===== src/rtl/core/xlf_pkg.sv =====
package xlf_pkg;

   localparam int DATA_W = 32;
   localparam int RAW_W  = 31;
   localparam int FRAC_W = 16;

   localparam logic [DATA_W-1:0] LCG_MUL    = 32'h41C6_4E6D;
   localparam logic [DATA_W-1:0] LCG_INC    = 32'h0000_3039;
   localparam logic [DATA_W-1:0] RESET_SEED = 32'h0000_029A;

   // queue between the front and back halves; keep it a power of two
   localparam int QUEUE_DEPTH = 2;
   localparam int QUEUE_PTR_W = $clog2(QUEUE_DEPTH);
   localparam int QUEUE_CNT_W = $clog2(QUEUE_DEPTH + 1);

   typedef struct packed {
      logic signed [DATA_W-1:0] range_low;
      logic signed [DATA_W-1:0] range_high;
   } req_type;

   typedef struct packed {
      logic [RAW_W-1:0]         raw_value;
      logic [FRAC_W-1:0]        unit_fraction;
      logic signed [DATA_W-1:0] ranged_value;
      logic                     range_error;
   } rsp_type;

   // one draw handed from the front to the back
   typedef struct packed {
      logic [RAW_W-1:0]  raw;
      logic [DATA_W-1:0] low;
      logic [DATA_W-1:0] mag;
      logic              err;
   } job_type;

   typedef struct packed {
      logic    push;
      job_type job;
   } push_type;

   typedef struct packed {
      logic    valid;
      job_type job;
   } pop_type;

endpackage


===== src/rtl/core/xlf_queue.sv =====
module xlf_queue (
   input  logic              clock,
   input  logic              reset,
   input  xlf_pkg::push_type q_push,
   output logic              q_full,
   input  logic              q_pop,
   output xlf_pkg::pop_type  q_head
);

   logic [xlf_pkg::QUEUE_PTR_W-1:0] wr_ptr_ff, wr_ptr_in;
   logic [xlf_pkg::QUEUE_PTR_W-1:0] rd_ptr_ff, rd_ptr_in;
   logic [xlf_pkg::QUEUE_CNT_W-1:0] count_ff, count_in;
   xlf_pkg::job_type                slot_ff [xlf_pkg::QUEUE_DEPTH];

   logic do_push, do_pop;

   assign q_full       = (count_ff == xlf_pkg::QUEUE_CNT_W'(xlf_pkg::QUEUE_DEPTH));
   assign q_head.valid = (count_ff != '0);
   assign q_head.job   = slot_ff[rd_ptr_ff];

   assign do_push = q_push.push && !q_full;
   assign do_pop  = q_pop && q_head.valid;

   always_comb begin
      wr_ptr_in = do_push ? wr_ptr_ff + 1'b1 : wr_ptr_ff;
      rd_ptr_in = do_pop ? rd_ptr_ff + 1'b1 : rd_ptr_ff;
      count_in  = count_ff;
      if (do_push && !do_pop) begin
         count_in = count_ff + 1'b1;
      end else if (do_pop && !do_push) begin
         count_in = count_ff - 1'b1;
      end
   end

   always_ff @(posedge clock) begin
      if (reset) begin
         wr_ptr_ff <= '0;
         rd_ptr_ff <= '0;
         count_ff  <= '0;
      end else begin
         wr_ptr_ff <= wr_ptr_in;
         rd_ptr_ff <= rd_ptr_in;
         count_ff  <= count_in;
      end
   end

   always_ff @(posedge clock) begin
      if (do_push) begin
         slot_ff[wr_ptr_ff] <= q_push.job;
      end
   end

endmodule


===== config.mk =====
export PLATFORM = sky130hd
export DESIGN_NAME = xlf_queue
export DESIGN_NICKNAME = d
export VERILOG_FILES = /design/src/rtl/core/xlf_pkg.sv /design/src/rtl/core/xlf_queue.sv
export SDC_FILE = /design/constraint.sdc
export NUM_CORES = 1
export LEC_CHECK = 0
export ABC_AREA = 1
export BUFFER_PORTS_ARGS = -buffer_cell sky130_fd_sc_hd__buf_2
export CAP_MARGIN = 10
export CORE_MARGIN = 2
export CORE_UTILIZATION = 50
export DETAILED_ROUTE_END_ITERATION = 8
export MAX_ROUTING_LAYER = met4
export PLACE_DENSITY = 0.77
export SETUP_SLACK_MARGIN = 0.05
export SYNTH_ARGS = -nofsm -noshare
export SYNTH_HDL_FRONTEND = slang
export SYNTH_SLANG_ARGS = --single-unit
export TNS_END_PERCENT = 50

===== constraint.sdc =====
create_clock -name clock -period 6.75 [get_ports clock]
set_input_delay 0.3375 -clock clock [delete_from_list [all_inputs] [get_ports clock]]
set_output_delay 0.3375 -clock clock [all_outputs]
set_load 0.1 [all_outputs]

**Word-level counts from Yosys, hierarchy flattened**

Memories as Yosys holds them, arrays and structs flattened. A register that Yosys moved wholly into a read port is not among the register bits.
Cells that the tools add are included.

- Bits of input ports: 100
- Flip-flop bits (word level): 4
- Memories kept: 1
- RAM bits: 192
- Output and inout bits: 98
- Logic and storage cells: 24

- Add/sub/neg operators: 4
- Muxes and demuxes: 6
- Equality and inequality tests: 1
- Reductions and logical operators: 9

Memories:

| memory | words | bits a word | rd ports | clocked after Yosys merged registers in | write ports | line | RTL |
|---|---|---|---|---|---|---|---|
| slot_ff | 2 | 96 | 1 | 1 | 1 | xlf_queue.sv:13 | `xlf_pkg::job_type slot_ff [xlf_pkg::QUEUE_DEPTH];` |

Operators with widths:

| operator | count |
|---|---|
| $logic_and 1x1->1 | 4 |
| $mux 1 | 4 |
| $mux 2 | 2 |
| $reduce_bool 2->1 | 2 |
| $logic_not 1->1 | 3 |
| $add 1x1->1 const B | 2 |
| $add 2x1->2 const B | 1 |
| $eq 2x2->1 const B | 1 |
| $sub 2x1->2 const B | 1 |

**Logic depth before layout (Yosys ltp)**

- Depth after elaboration: 7
- Depth in mapped cells: 10
- Mapped depth without buffers: 10

**Worst setup path after synthesis**

Ideal clock, no wire load.

- Path kind: reg2reg
- From: reg count_ff[1] in the netlist's numbering
- To: mem slot_ff[0][0] in the netlist's numbering (enable)
- Required time: 6198 ps
- Path buffers: 0
- Data arrival time: 4534 ps
- Setup slack: 1664 ps
- Library setup time: 552 ps
- Clock period less this slack: 5086 ps
- Cell stages (with the launch flop): 4
- Cells stage by stage: dfxtp_1 -> inv_1 -> o21ai_0 -> nor2_1

- Cells in the longest elaborated chain, start to end: 5

Ends and longest elaborated chain:

| element | line | RTL |
|---|---|---|
| start, declared | xlf_queue.sv:12 | `logic [xlf_pkg::QUEUE_CNT_W-1:0] count_ff, count_in;` |
| start signal, assigned | xlf_queue.sv:43 | `count_ff <= count_in;` |
| $eq 2x2->1 | xlf_queue.sv:17 | `assign q_full = (count_ff == xlf_pkg::QUEUE_CNT_W'(xlf_pkg::QUEUE_DEPTH));` |
| $logic_not 1->1 | xlf_queue.sv:21 | `assign do_push = q_push.push && !q_full;` |
| $logic_and 1x1->1 | xlf_queue.sv:21 |  |
| $mux 1 | xlf_queue.sv:48 | `if (do_push) begin` |
| $mux 1 (not written as such) | xlf_queue.sv:49 | `slot_ff[wr_ptr_ff] <= q_push.job;` |
| end, declared | xlf_queue.sv:13 |  |

Every way passes these cells.

==> results_dict.tcl <==
set metrics [dict create \
    status "finished, final reports clean" \
    largest_net_degree_at_the_start_of_global_routing 59 \
    finalSetupViolCount 0 \
    dominant_combinational_cell_family_by_area_after_synthesis "multiplexers" \
    max-slew-margin-rel_pct 23.9 \
    postSynthAreaPerCell_sq_um 21.9 \
    dpl_worst_slack_ps 3820 \
    route.detailed.drc 0 \
    synth-seq-area-share_pct 79.6 \
    yosysWarningCount 0 \
    adder_and_majority_gate_portion_of_the_synthesized_area_pct 0.170 \
    globalRoute.busiestLayer "met2" \
    p_leak_nw 3.47 \
    power_density_nw_per_um2 492 \
    crit_slowest_cell "buf_4" \
    fillCellCount 1050 \
    synth-simple-area-share_pct 0.985 \
    total_area_of_multi_input_combinational_cells_sq_um 1360 \
    max-clock-path-buffers 2 \
    muxShareOfSynthArea_pct 16.7 \
    maxCapViolations 0 \
    grt.overflow.total 0 \
    core_area_sq_um 14500 \
    detailedRoute.firstIterationViolations 193 \
    gpl.final_weighted_congestion 0.793 \
    grt_pass1_wl_mm 19.2 \
    postLayoutSetupSlackWorst_ps 3640 \
    fmax_mhz 321 \
    layout-area-overhead-vs-synth_pct 22.8 \
    critical-path-top-delay-family "buffers and inverters" \
    synth_compound_area_share_pct 0.340 \
    hold_path_end "slot_ff[1][95]$_DFFE_PP_" \
    drt_pass1_iterations 4 \
    cts.repair_timing.setup_buffer_count 0 \
    min-delay-path-class "input pin to flip-flop" \
    die_height_microns 125 \
    critPathKind "flip-flop to primary output" \
    grt_setup_unrepaired "no" \
    finish.net_count 645 \
    max-vdd-ir-drop_uv 360 \
    synth_seq_cells 197 \
    final_layout_size_suffix_gt1_share_pct 59.2 \
    clockRootBuffer "clkbuf_16" \
    time_the_final_worst_path_needs_with_i_o_delays_and_setup_ps 3110 \
    min_path_cells 1 \
    dp_hpwl_mm 8.59 \
    final-max-slew-violation-count 0 \
    final_worst_path_period_share_pct 46.1 \
    met1_demand_to_capacity_share_in_global_routing_pct 19.7 \
    synthDominantAreaCellType "edfxtp_1" \
    ff_to_ff_start "count_ff[1]$_SDFFE_PP0P_" \
    skew_ps 9.86 \
    top_cell_type_s_share_of_synthesized_area_pct 78.2 \
    placement.io_buffers 197 \
    grtUsageMet3_pct 6.50 \
    drt.antenna.violating_nets 0 \
    cts_resized 0 \
    floorplan.die.width_microns 125 \
    critical_path.reg2reg.endpoint "slot_ff[1][64]$_DFFE_PP_" \
    max_stage_delay_ps 790 \
    r2r_slack_ps 3860 \
    row_count 44 \
    cts_htree_levels 4 \
    yosys.area_share.xor_xnor_pct 0 \
    max_slew.worst_pin.slew_ps 1140 \
    grt_antenna_before_repair 1 \
    critical_path_fanout_max 55 \
    syn-num-nets 437 \
    layout.area.seq_sq_um 5870 \
    hold_viol_final 0 \
    setup-tns-final_ps 0 \
    grt_pass1_vias 3794 \
    hold_buffers 0 \
    use_met2_pct 26.8 \
    postRouteWirelength_mm 12.9 \
    initial_core_utilization_pct 50.9 \
    crit_arrival_ps 2780 \
    detail_route.vias_per_cell 4.97 \
    syn-cell-area_sq_um 7370 \
    synth.distinct_cells 16 \
    timing.hold.ws_ps 90.7 \
    synth_top_cells_by_area "edfxtp_1 78%, mux2_2 8.6%, mux2_4 8.2%" \
    clock_latency_late_sink_ps 430 \
    cts.clk_slew.worst_paths_ps 70 \
    dieArea_sq_um 15700 \
    cp_cell_sequence "buf_4 -> mux2_2 -> buf_2" \
    min-delay-start "q_push[95]" \
    cts_tree "done" \
    worstPathRequired_ps 6410 \
    cp_endpoint_kind "primary output" \
    gr-usage-all-layers_pct 16.8 \
    routed_wire_length_per_instance_microns 17.3 \
    reg2reg_depth 4 \
    synthesis.instances 336 \
    cts_sinks 197 \
    vias 3687 \
    critical_path_buf_inv_count 2 \
    ioPinCount 198 \
    cts-buffers-inserted 17 \
    startpoint_type "flip-flop" \
]
[how the worst max path moves through the flow]
stage | end | from | depth (start not counted)
6_report | q_head[76] | flip-flop | 3
5_1_grt | q_head[76] | flip-flop | 3
4_1_cts | q_head[76] | flip-flop | 3
3_5_place_dp | slot_ff[1][32]$_DFFE_PP_ | count_ff[1]$_SDFFE_PP0P_ | 4
3_3_place_gp | slot_ff[1][85]$_DFFE_PP_ | q_push[96] | 4
2_1_floorplan | slot_ff[0][0]$_DFFE_PP_ | count_ff[1]$_SDFFE_PP0P_ | 3
[flip-flops by register name, summed over array words and instances, names as in the netlist, named ones only]
signal and flops:
wr_ptr_ff 1, slot_ff 192, rd_ptr_ff 1, count_ff 2
[layout make-up]
class / instances / area share (%)
Inverter: 8 / 0.332
Multi-Input combinational cell: 120 / 15.0
Antenna cell: 1 / 0.0277
Sequential cell: 197 / 64.9
Clock buffer: 18 / 4.74
Timing Repair Buffer: 200 / 11.1
Tap cell: 184 / 2.55
Clock inverter: 14 / 1.31
[power breakdown]
group	leakage (nW)	switching, mW	internal [mW]
logic	1.38	1.54	0.357
registers	1.83	0.0720	1.55
clock network	0.258	0.445	0.481
[synthesized netlist by cell type, drive strengths merged]
library cell and instances:
buf 11, o21ai 3, nand4 1, ha 1
nand2 7, inv 8, nand3 2, a21oi 2
edfxtp 192, mux2 96, nor2 8, dfxtp 5
[worst register-to-register path, stage by stage (launching register included)]
cell and delay, ps:
dfxtp_1 320, inv_1 120, o21ai_0 290, nor2_4 970, buf_4 770
[placed cells by master, fill, tap and decap left out, types with 6 or more instances in the layout]
cell type and n:
buf_2 197, clkbuf_16 17, edfxtp_1 192, inv_1 8
mux2_2 56, mux2_4 40, nand2_1 7, nor2_1 6
[stage by stage]
| stage | area, sq um | power, mW | std cells | utilization [%] |
|---|---|---|---|---|
| final | 9040 | 4.45 | 742 | 62.5 |
| after global routing | 9040 | 4.60 | 742 | 62.5 |
| after CTS | 9040 | 4.49 | 741 | 62.5 |
| after detailed placement | 8490 | 3.56 | 709 | 58.7 |
| after global placement | 8490 | 3.54 | 709 | 58.7 |
| after floorplan | 7370 | 3.35 | 336 | - |
[routing by layer]
layer	vias to the layer above	wire length, microns
li1	1731	-
met2	143	6310
met5	-	0
met3	20	1030
met1	1793	5250
met4	0	255
[kinds of logic (layout without fill, tap and decap cells)]
family                   Yosys count  in the layout
adder cells (fa/ha/maj)            1              1
buffers and inverters             19            240
multiplexers                      96             96
other                              0              1
flip-flops                       197            197
AND/OR/NAND/NOR                   18             18
AO/OA/AOI/OAI                      5              5
No activity file was read; power rests on OpenSTA's default activity.
