File: src/rtl/core/xlf_pkg.sv
package xlf_pkg;

   localparam int DATA_W = 32;
   localparam int RAW_W  = 31;
   localparam int FRAC_W = 16;

   localparam logic [DATA_W-1:0] LCG_MUL    = 32'h41C6_4E6D;
   localparam logic [DATA_W-1:0] LCG_INC    = 32'h0000_3039;
   localparam logic [DATA_W-1:0] RESET_SEED = 32'h0000_029A;

   // queue between the front and back halves; keep it a power of two
   localparam int QUEUE_DEPTH = 2;
   localparam int QUEUE_PTR_W = $clog2(QUEUE_DEPTH);
   localparam int QUEUE_CNT_W = $clog2(QUEUE_DEPTH + 1);

   typedef struct packed {
      logic signed [DATA_W-1:0] range_low;
      logic signed [DATA_W-1:0] range_high;
   } req_type;

   typedef struct packed {
      logic [RAW_W-1:0]         raw_value;
      logic [FRAC_W-1:0]        unit_fraction;
      logic signed [DATA_W-1:0] ranged_value;
      logic                     range_error;
   } rsp_type;

   // one draw handed from the front to the back
   typedef struct packed {
      logic [RAW_W-1:0]  raw;
      logic [DATA_W-1:0] low;
      logic [DATA_W-1:0] mag;
      logic              err;
   } job_type;

   typedef struct packed {
      logic    push;
      job_type job;
   } push_type;

   typedef struct packed {
      logic    valid;
      job_type job;
   } pop_type;

endpackage

File: src/rtl/core/xlf_back.sv
module xlf_back (
   input  logic              clock,
   input  logic              reset,
   input  xlf_pkg::pop_type  q_head,
   output logic              q_pop,
   output logic              rsp_valid,
   input  logic              rsp_stall,
   output xlf_pkg::rsp_type  rsp_data
);

   localparam int BIT_W = $clog2(xlf_pkg::RAW_W);

   localparam logic [1:0] BS_IDLE = 2'd0;
   localparam logic [1:0] BS_DIV  = 2'd1;
   localparam logic [1:0] BS_DONE = 2'd2;

   logic [1:0]                  state_ff, state_in;
   logic [BIT_W-1:0]            bit_ff, bit_in;
   logic [xlf_pkg::RAW_W-1:0]   dvd_ff, dvd_in;
   logic [xlf_pkg::DATA_W-1:0]  rem_ff, rem_in;
   xlf_pkg::job_type            job_ff, job_in;
   logic                        rsp_valid_ff, rsp_valid_in;
   xlf_pkg::rsp_type            rsp_ff, rsp_in;

   logic [xlf_pkg::DATA_W:0]    shifted;
   logic [xlf_pkg::DATA_W:0]    trial;
   logic                        out_free;
   logic [xlf_pkg::DATA_W-1:0]  ranged;

   assign shifted  = {rem_ff, dvd_ff[xlf_pkg::RAW_W-1]};
   assign trial    = shifted - {1'b0, job_ff.mag};
   assign out_free = !rsp_valid_ff || !rsp_stall;
   assign ranged   = job_ff.err ? job_ff.low : job_ff.low + rem_ff;
   assign q_pop    = (state_ff == BS_IDLE) && q_head.valid;

   assign rsp_valid = rsp_valid_ff;
   assign rsp_data  = rsp_ff;

   always_comb begin
      state_in     = state_ff;
      bit_in       = bit_ff;
      dvd_in       = dvd_ff;
      rem_in       = rem_ff;
      job_in       = job_ff;
      rsp_in       = rsp_ff;
      rsp_valid_in = rsp_valid_ff && rsp_stall;
      case (state_ff)
         BS_IDLE: begin
            if (q_head.valid) begin
               job_in   = q_head.job;
               dvd_in   = q_head.job.raw;
               rem_in   = '0;
               bit_in   = BIT_W'(xlf_pkg::RAW_W - 1);
               state_in = BS_DIV;
            end
         end
         BS_DIV: begin
            // restoring remainder step: bring down one dividend bit
            if (!trial[xlf_pkg::DATA_W]) begin
               rem_in = trial[xlf_pkg::DATA_W-1:0];
            end else begin
               rem_in = shifted[xlf_pkg::DATA_W-1:0];
            end
            dvd_in = {dvd_ff[xlf_pkg::RAW_W-2:0], 1'b0};
            if (bit_ff == '0) begin
               state_in = BS_DONE;
            end else begin
               bit_in = bit_ff - 1'b1;
            end
         end
         BS_DONE: begin
            // hold until the output register is free
            if (out_free) begin
               rsp_in.raw_value     = job_ff.raw;
               rsp_in.unit_fraction = job_ff.raw[xlf_pkg::FRAC_W-1:0];
               rsp_in.ranged_value  = $signed(ranged);
               rsp_in.range_error   = job_ff.err;
               rsp_valid_in         = 1'b1;
               state_in             = BS_IDLE;
            end
         end
         default: begin
            state_in = BS_IDLE;
         end
      endcase
   end

   always_ff @(posedge clock) begin
      if (reset) begin
         state_ff     <= BS_IDLE;
         bit_ff       <= '0;
         rsp_valid_ff <= 1'b0;
      end else begin
         state_ff     <= state_in;
         bit_ff       <= bit_in;
         rsp_valid_ff <= rsp_valid_in;
      end
   end

   always_ff @(posedge clock) begin
      dvd_ff <= dvd_in;
      rem_ff <= rem_in;
      job_ff <= job_in;
      rsp_ff <= rsp_in;
   end

endmodule

File: config.mk
export PLATFORM = sky130hd
export DESIGN_NAME = xlf_back
export DESIGN_NICKNAME = d
export VERILOG_FILES = /design/src/rtl/core/xlf_pkg.sv /design/src/rtl/core/xlf_back.sv
export SDC_FILE = /design/constraint.sdc
export NUM_CORES = 1
export LEC_CHECK = 0
export BUFFER_PORTS_ARGS = -buffer_cell sky130_fd_sc_hd__buf_2
export CORE_MARGIN = 3
export CORE_UTILIZATION = 62
export DETAILED_ROUTE_END_ITERATION = 8
export HOLD_SLACK_MARGIN = 0.02
export MAX_ROUTING_LAYER = met4
export PLACE_DENSITY = 0.86
export SLEW_MARGIN = 20
export SYNTH_ARGS = -nofsm -noshare
export SYNTH_HDL_FRONTEND = slang
export SYNTH_SLANG_ARGS = --single-unit
export TNS_END_PERCENT = 30
File: constraint.sdc
create_clock -name clock -period 6.5 [get_ports clock]
set_input_delay 1.3 -clock clock [delete_from_list [all_inputs] [get_ports clock]]
set_output_delay 1.3 -clock clock [all_outputs]
set_load 0.02 [all_outputs]
# [Word level (Yosys, flattened, before mapping)]
# Cells that the tools add are included.
# Widths: inputs -> output; s select.
[classes] add_sub_neg=3 n_mul=0 div=0 order_cmp=0 eq_ne=6 shifts=0 mux=15 bitwise=0 n_reduce_logical=13
[ops] cell="$mux 32" count=3
[ops] cell="$pmux 32 s2" count=1
[ops] cell="$pmux 31 s2" count=1
[ops] cell="$sub 33x32->33" count=1
[ops] cell="$add 32x32->32" count=1
[ops] cell="$mux 31" count=1
[ops] cell="$mux 5" count=2
[ops] cell="$pmux 5 s2" count=1
[ops] cell="$ne 2x2->1 const B" count=4
[ops] cell="$mux 2" count=3
[ops] cell="$pmux 2 s3" count=1
[ops] cell="$reduce_and 2->1" count=3
[ops] cell="$reduce_and 3->1" count=2
[ops] cell="$logic_not 5->1" count=1
[ops] cell="$sub 5x1->5 const B" count=1
[ops] cell="$eq 2x1->1 const B" count=1
[ops] cell="$eq 2x2->1 const B" count=1
[ops] cell="$logic_and 1x1->1" count=2
[ops] cell="$logic_not 1->1" count=2
[ops] cell="$logic_not 2->1" count=1
[ops] cell="$mux 1" count=2
[ops] cell="$reduce_bool 2->1" count=1
[ops] cell="$logic_or 1x1->1" count=1
[word_totals] register_bits=247 latch_bits=0 ramBits=0 romBits=0 input_bits=100 out_inout_bits=82 elab_cells=50 memories=0

# [Longest topological paths before layout]
# Gate-level depths: netlist of run 1.
[logic_depth] word_depth=4 mapped_depth=16 mapped_depth_nobuf=14

# [Least setup slack after synthesis of run 1]
# No wires, ideal clock.
[synth_path] path_type="input port to flip-flop" startpoint="input port rsp_stall" endpoint="register rsp_ff (netlist bit rsp_data[0]) (enable)" setup_time_ns=0.507 arrival_ns=4.346 required_time_ns=5.993 path_slack_ns=1.646 cell_stages=1 path_buffers=0 cell_sequence="a21oi_1"
[synth_between] elab_chain_len=3
[synth_rtl] item="start, declared" line_no="xlf_back.sv:7" rtl="input logic rsp_stall,"
[synth_rtl] item="$logic_not 1->1" line_no="xlf_back.sv:32" rtl="assign out_free = !rsp_valid_ff || !rsp_stall;"
[synth_rtl] item="$logic_or 1x1->1" line_no="xlf_back.sv:32"
[synth_rtl] item="$reduce_and 2->1 (no source line)"
[synth_rtl] item="end signal, assigned" line_no="xlf_back.sv:104" rtl="rsp_ff <= rsp_in;"
[synth_rtl] item="end, declared" line_no="xlf_back.sv:23" rtl="xlf_pkg::rsp_type rsp_ff, rsp_in;"
# No other way between the ends.
# A chain may end at the register's enable or synchronous reset.

# [Final worst setup path of run 1]
[layout_path] startpoint="register rem_ff[0] (netlist name)" endpoint="register rsp_ff (netlist bit rsp_data[31]) (data pin)"
[layout_between] elab_chain_len=2
[layout_rtl] item="start, declared" line_no="xlf_back.sv:20" rtl="logic [xlf_pkg::DATA_W-1:0] rem_ff, rem_in;"
[layout_rtl] item="start signal, assigned" line_no="xlf_back.sv:102" rtl="rem_ff <= rem_in;"
[layout_rtl] item="$add 32x32->32" line_no="xlf_back.sv:33" rtl="assign ranged = job_ff.err ? job_ff.low : job_ff.low + rem_ff;"
[layout_rtl] item="$mux 32" line_no="xlf_back.sv:33"
[layout_rtl] item="named net ranged, one bit" line_no="xlf_back.sv:28" rtl="logic [xlf_pkg::DATA_W-1:0] ranged;"
# The timed path passes the listed nets, and every way through them passes these cells.

==> results of run 1 <==
state kept, by name, indices dropped and copies added (netlist names):
| signal | count |
|---|---|
| rsp_valid | 1 |
| bit_ff | 5 |
| job_ff | 96 |
| rem_ff | 32 |
| rsp_data | 64 |
| state_ff | 2 |
| dvd_ff | 31 |
path summary, 6_finish.rpt:
check	start	to	slack (ns)	cells past startpoint
hold reg to reg	job_ff[86]	rsp_data[70]	0.42	0
setup reg to reg	rem_ff[0]	rsp_data[31]	2.47	13
setup / recovery	rem_ff[0]	rsp_data[31]	2.47	13
hold / removal	job_ff[86]	rsp_data[70]	0.42	0
layer usage:
metal / wire length (microns) / global-route usage, % / vias up
met3: 1110 / 3.38 / 63
met2: 12100 / 40.6 / 244
met1: 9950 / 29.4 / 3773
li1: - / - / 3906
met5: 0 / - / -
met4: 762 / 7.30 / 0
per-stage QoR:
| stage | cell area [sq um] | utilization [%] | cells |
|---|---|---|---|
| 2_1_floorplan | 11600 | - | 984 |
| 3_3_place_gp | 12600 | 69.6 | 1355 |
| 3_5_place_dp | 12600 | 69.6 | 1355 |
| 4_1_cts | 13500 | 74.2 | 1401 |
| 5_1_grt | 13500 | 74.2 | 1401 |
| 6_report | 13500 | 74.2 | 1402 |
worst max-delay path: stages (launching register included):
cell      delay, ns
edfxtp_1       0.42
ha_1           0.26
fa_1           0.43
a211o_1        0.31
o211ai_1       0.16
o31ai_1        0.20
o41ai_2        0.38
o21ai_1        0.21
a31o_2         0.31
a31oi_2        0.28
o21ai_1        0.20
a221oi_1       0.34
xor2_1         0.18
o21ai_1        0.08
logic make-up (layout without fill, tap and decap cells):
logic type | count (synthesis) | after routing | synth area share (%)
AO/OA/AOI/OAI | 210 | 210 | 11.9
XOR/XNOR | 57 | 57 | 4.30
adder cells (fa/ha/maj) | 67 | 67 | 7.35
buffers and inverters | 93 | 281 | 3.79
flip-flops | 231 | 231 | 59.1
multiplexers | 29 | 29 | 2.53
other | 0 | 1 | 0
AND/OR/NAND/NOR | 297 | 297 | 11.1
cells in the mapped netlist (5+ instances only):
master,number
edfxtp_1,223
nand2_1,154
nor2_1,72
ha_1,65
a21oi_1,56
o21ai_0,48
inv_1,47
xnor2_1,32
a21o_1,29
mux2i_1,26
clkbuf_1,25
xor2_1,25
buf_4,17
nand2b_1,13
a211oi_1,11
nor3_1,11
nand3_1,10
nor2b_1,10
o21a_1,10
dfxtp_1,8
nand4_1,7
o211ai_1,5
o21ai_1,5
o21bai_1,5
cell type report:
cell class                      count  area [sq um]  share of cell area, %
Sequential cell                   231          6860                   50.9
Multi-Input combinational cell    660          4340                   32.3
Timing Repair Buffer              188           958                   7.12
Clock buffer                       27           633                   4.70
Tap cell                          229           287                   2.13
Clock inverter                     19           205                   1.52
Inverter                           47           179                   1.33
Antenna cell                        1          2.50                 0.0186
power groups by stage:
stage               combinational, W  clock, W  sequential (W)
floorplan                    0.00107         0         0.00195
global placement             0.00129         0         0.00195
detailed placement           0.00134         0         0.00196
CTS                          0.00135   0.00145         0.00193
global route                 0.00151   0.00151         0.00195
finish                       0.00136   0.00143         0.00193
==> metrics.cfg, run 1 <==
[timing]
setup_ws_ns = 2.47
fmax_mhz = 248
worstMarginPinSlew_ns = 1.02
hold_ws_ns = 0.416
rsz0062_at_grt = false
finalSetupViolations = 0
finalMaxSlewViolations = 0
clock_skew_ns = 0.0171
slew_headroom_pct = 32.1
tns_ns = 0
min_period_ns = 4.03
hold_viol_final = 0
period_share_pct = 62.0

[global_route]
grt_use_total_pct = 23.7
grt_pass1_wl_mm = 37.8
grt_antenna_before_repair = 0
grt_max_degree = 69
grt_overflow_total = 0
grt_pass1_vias = 7899

[setup_path]
start_kind = flop
critPathKind = reg -> reg
crit_arrival_ns = 4.28
critPathCaptureType = flop
cp.required_ns = 6.75
cp_max_fo = 4

[pwr]
clockPowerShare_pct = 30.3
vdd_drop_max_mv = 0.291
p_seq_share_pct = 40.9
total_power_w = 0.00472
leakage_nw = 5.74
p_sw_w = 0.00145
cellPowerDensity_mw_per_mm2 = 350
p_comb_share_pct = 28.8
power.internal_w = 0.00327
swShare_pct = 30.6

[finish]
syn_to_final_growth_pct = 16.0
mostFrequentLayoutCells = edfxtp_1 (223), buf_2 (181), nand2_1 (154)
final_common_cell = edfxtp_1
nets = 1320
drive_above_1_share_pct = 21.2
fillers = 1205

[floorplan]
dieArea_sq_mm = 0.0204
rows = 49
dieHeight_microns = 143
pin_count = 182
die_width_microns = 143
coreArea_sq_mm = 0.0181
start_util_pct = 64.0

[yosys]
synthCells = 984
synth_top_area_cell = edfxtp_1
seq_area_frac_synth_pct = 59.1
synth_ff_type = edfxtp_1
yosysUniqueCellTypes = 65
avgSynthCellArea_sq_um = 11.8
syn_area_sq_mm = 0.0116
ys_ff_latch = 231
yosysTopAreaCellShare_pct = 57.7
ys_warn_count = 0
syn_nets = 1151
synth_top_cells_by_area = edfxtp_1 (58%), ha_1 (7.0%), nand2_1 (5.0%), a21oi_1 (2.4%), xnor2_1 (2.4%)
synth-async-reset-ratio_pct = 0
synth_edf_count = 223

[job]
maxCapViolCount = 0

[placed_design]
port_buffers = 181
dp_hpwl_mm = 17.0
post-place-ws_ns = 2.53
place_congestion = 0.871

[clocking]
cts_buffers = 25
postCtsHoldBufs = 0
cts_tree = yes
h-tree-depth = 1
root_buffer = clkbuf_16
clkSlewWorstSetupHoldPaths_ns = 0.06
cts_sinks = 231
postCtsResizedCells = 0
clk_latency_ns = 0.52
ctsLongestPathBuffers = 3
post_cts.repair.setup_buffers = 0

[routing]
ant_nets = 0
drt_iter0_markers = 604
dr_total_vias = 7986
viasPerCell = 5.70
drc_errors = 0
first_pass_iters = 6
wire_per_inst_microns = 17.1
routed_wl_mm = 23.9

[status]
status = completed

[min_path]
hold_path_class = reg -> reg

Note: power is estimated with default switching activity, not from simulation.
==> run 2: changes to the inputs <==
--- a/config.mk
+++ b/config.mk
@@ -7,11 +7,11 @@
 export LEC_CHECK = 0
 export BUFFER_PORTS_ARGS = -buffer_cell sky130_fd_sc_hd__buf_2
 export CORE_MARGIN = 3
-export CORE_UTILIZATION = 62
+export CORE_UTILIZATION = 57
 export DETAILED_ROUTE_END_ITERATION = 8
 export HOLD_SLACK_MARGIN = 0.02
 export MAX_ROUTING_LAYER = met4
-export PLACE_DENSITY = 0.86
+export PLACE_DENSITY = 0.8
 export SLEW_MARGIN = 20
 export SYNTH_ARGS = -nofsm -noshare
 export SYNTH_HDL_FRONTEND = slang
==> constraint.sdc (replaced) <==
create_clock -name clock -period 4 [get_ports clock]
set_input_delay 0.8 -clock clock [delete_from_list [all_inputs] [get_ports clock]]
set_output_delay 0.8 -clock clock [all_outputs]
set_load 0.02 [all_outputs]
==> metrics.cfg, run 2 (synthesis results as in run 1) <==
[global_route]
grt_overflow_total = 0
grt_max_degree = 65
grt_use_total_pct = 21.8
grt_pass1_vias = 7746
grt_antenna_before_repair = 0
grt_pass1_wl_mm = 37.8

[finish]
n_antenna_cell = 0
syn_to_final_growth_pct = 16.7
regMostFlops = job_ff
multi_input_area_sq_mm = 0.00436
nets = 1325
mostFrequentLayoutCells = edfxtp_1 (223), buf_2 (181), nand2_1 (154)
final_common_cell = edfxtp_1
largest_register_ffs = 96
seqCellArea_sq_mm = 0.00686
fillers = 1423
instances_no_fill = 1440
drive_above_1_share_pct = 21.7

[min_path]
holdCritStartpoint = job_ff[90]
hold_path_class = reg -> reg

[floorplan]
pin_count = 182
dieHeight_microns = 149
die_width_microns = 149
rows = 51
coreArea_sq_mm = 0.0197
dieArea_sq_mm = 0.0221
start_util_pct = 58.9

[routing]
first_pass_iters = 5
routed_wl_mm = 23.8
dr_total_vias = 7919
viasPerCell = 5.50
drc_errors = 0
wire_per_inst_microns = 16.5
drt_iter0_markers = 493
ant_nets = 0

[status]
status = completed

[placed_design]
dp_cells = 1395
post-place-ws_ns = 0.0890
dp_hpwl_mm = 16.9
port_buffers = 181
place_congestion = 0.895

[timing]
worstMarginPinSlew_ns = 0.881
finalMaxSlewViolations = 0
tns_ns = 0
period_share_pct = 93.2
hold_ws_ns = 0.415
clock_skew_ns = 0.00845
setup_ws_ns = 0.271
slew_headroom_pct = 41.3
finalSetupViolations = 0
hold_viol_final = 0
min_period_ns = 3.73
fmax_mhz = 268

[clocking]
postCtsHoldBufs = 0
clkSlewWorstSetupHoldPaths_ns = 0.06
cts_sinks = 231
clk_latency_ns = 0.52
ctsLongestPathBuffers = 3
h-tree-depth = 1
cts_buffers = 24
cts_tree = yes
root_buffer = clkbuf_16

[setup_path]
critPathKind = reg -> reg
critPathCaptureType = flop
cp_max_fo = 3
r2r_start = rem_ff[0]
crit_arrival_ns = 3.98
cp.required_ns = 4.25
start_kind = flop
startpoint = rem_ff[0]

[job]
maxCapViolCount = 0

[pwr]
total_power_w = 0.00760
leakage_nw = 5.75
cellPowerDensity_mw_per_mm2 = 561
vdd_drop_max_mv = 0.358

==> run 2: path summary, 6_finish.rpt <==
kind	slack, ns	end	cells after the start
max	0.27	rsp_data[31]	13
min	0.41	rsp_data[74]	0
max reg2reg	0.27	rsp_data[31]	13
min reg2reg	0.41	rsp_data[74]	0
==> run 2: area by class of cell <==
| class | count | area share [%] |
|---|---|---|
| Tap cell | 265 | 2.45 |
| Sequential cell | 231 | 50.6 |
| Multi-Input combinational cell | 660 | 32.2 |
| Inverter | 47 | 1.32 |
| Clock inverter | 12 | 0.868 |
| Clock buffer | 31 | 5.01 |
| Timing Repair Buffer | 194 | 7.53 |
==> run 2: worst max-delay path, cell delays in order, from the launching register on <==
cell and delay, ns:
edfxtp_1 0.39, ha_1 0.25, fa_2 0.38, a211o_1 0.30, o211ai_1 0.16, o31ai_2 0.15
o41ai_2 0.48, o21ai_2 0.15, a31o_2 0.29, a31oi_2 0.22, o21ai_1 0.19, a221oi_2 0.27
xor2_1 0.17, o21ai_1 0.07
==> run 2: power by group <==
| part | leakage [nW] | total (W) | switching, W | internal, W |
|---|---|---|---|---|
| Clock | 0.382 | 0.00222 | 0.000902 | 0.00132 |
| Sequential | 2.21 | 0.00314 | 0.000147 | 0.00299 |
| Combinational | 3.16 | 0.00224 | 0.00128 | 0.000959 |
==> run 2: timing repair <==
item	in CTS	in global routing
buffers inserted	0	2
endpoints found under the setup margin	0	6
resized for setup	0	5
==> run 2: routing by layer <==
| layer | vias up | share of wire (%) | global-route usage (%) |
|---|---|---|---|
| met5 | - | 0 | - |
| met4 | 0 | 2.5 | 7.30 |
| met3 | 42 | 5.2 | 3.14 |
| met2 | 236 | 49 | 36.1 |
| met1 | 3731 | 43 | 28.0 |
| li1 | 3910 | - | - |
==> run 2: through the flow <==
stage,util (%),cell area [sq um]
finish,68.7,13500
global route,68.7,13500
CTS,68.5,13500
detailed placement,64.5,12700
global placement,64.5,12700
floorplan,-,11600
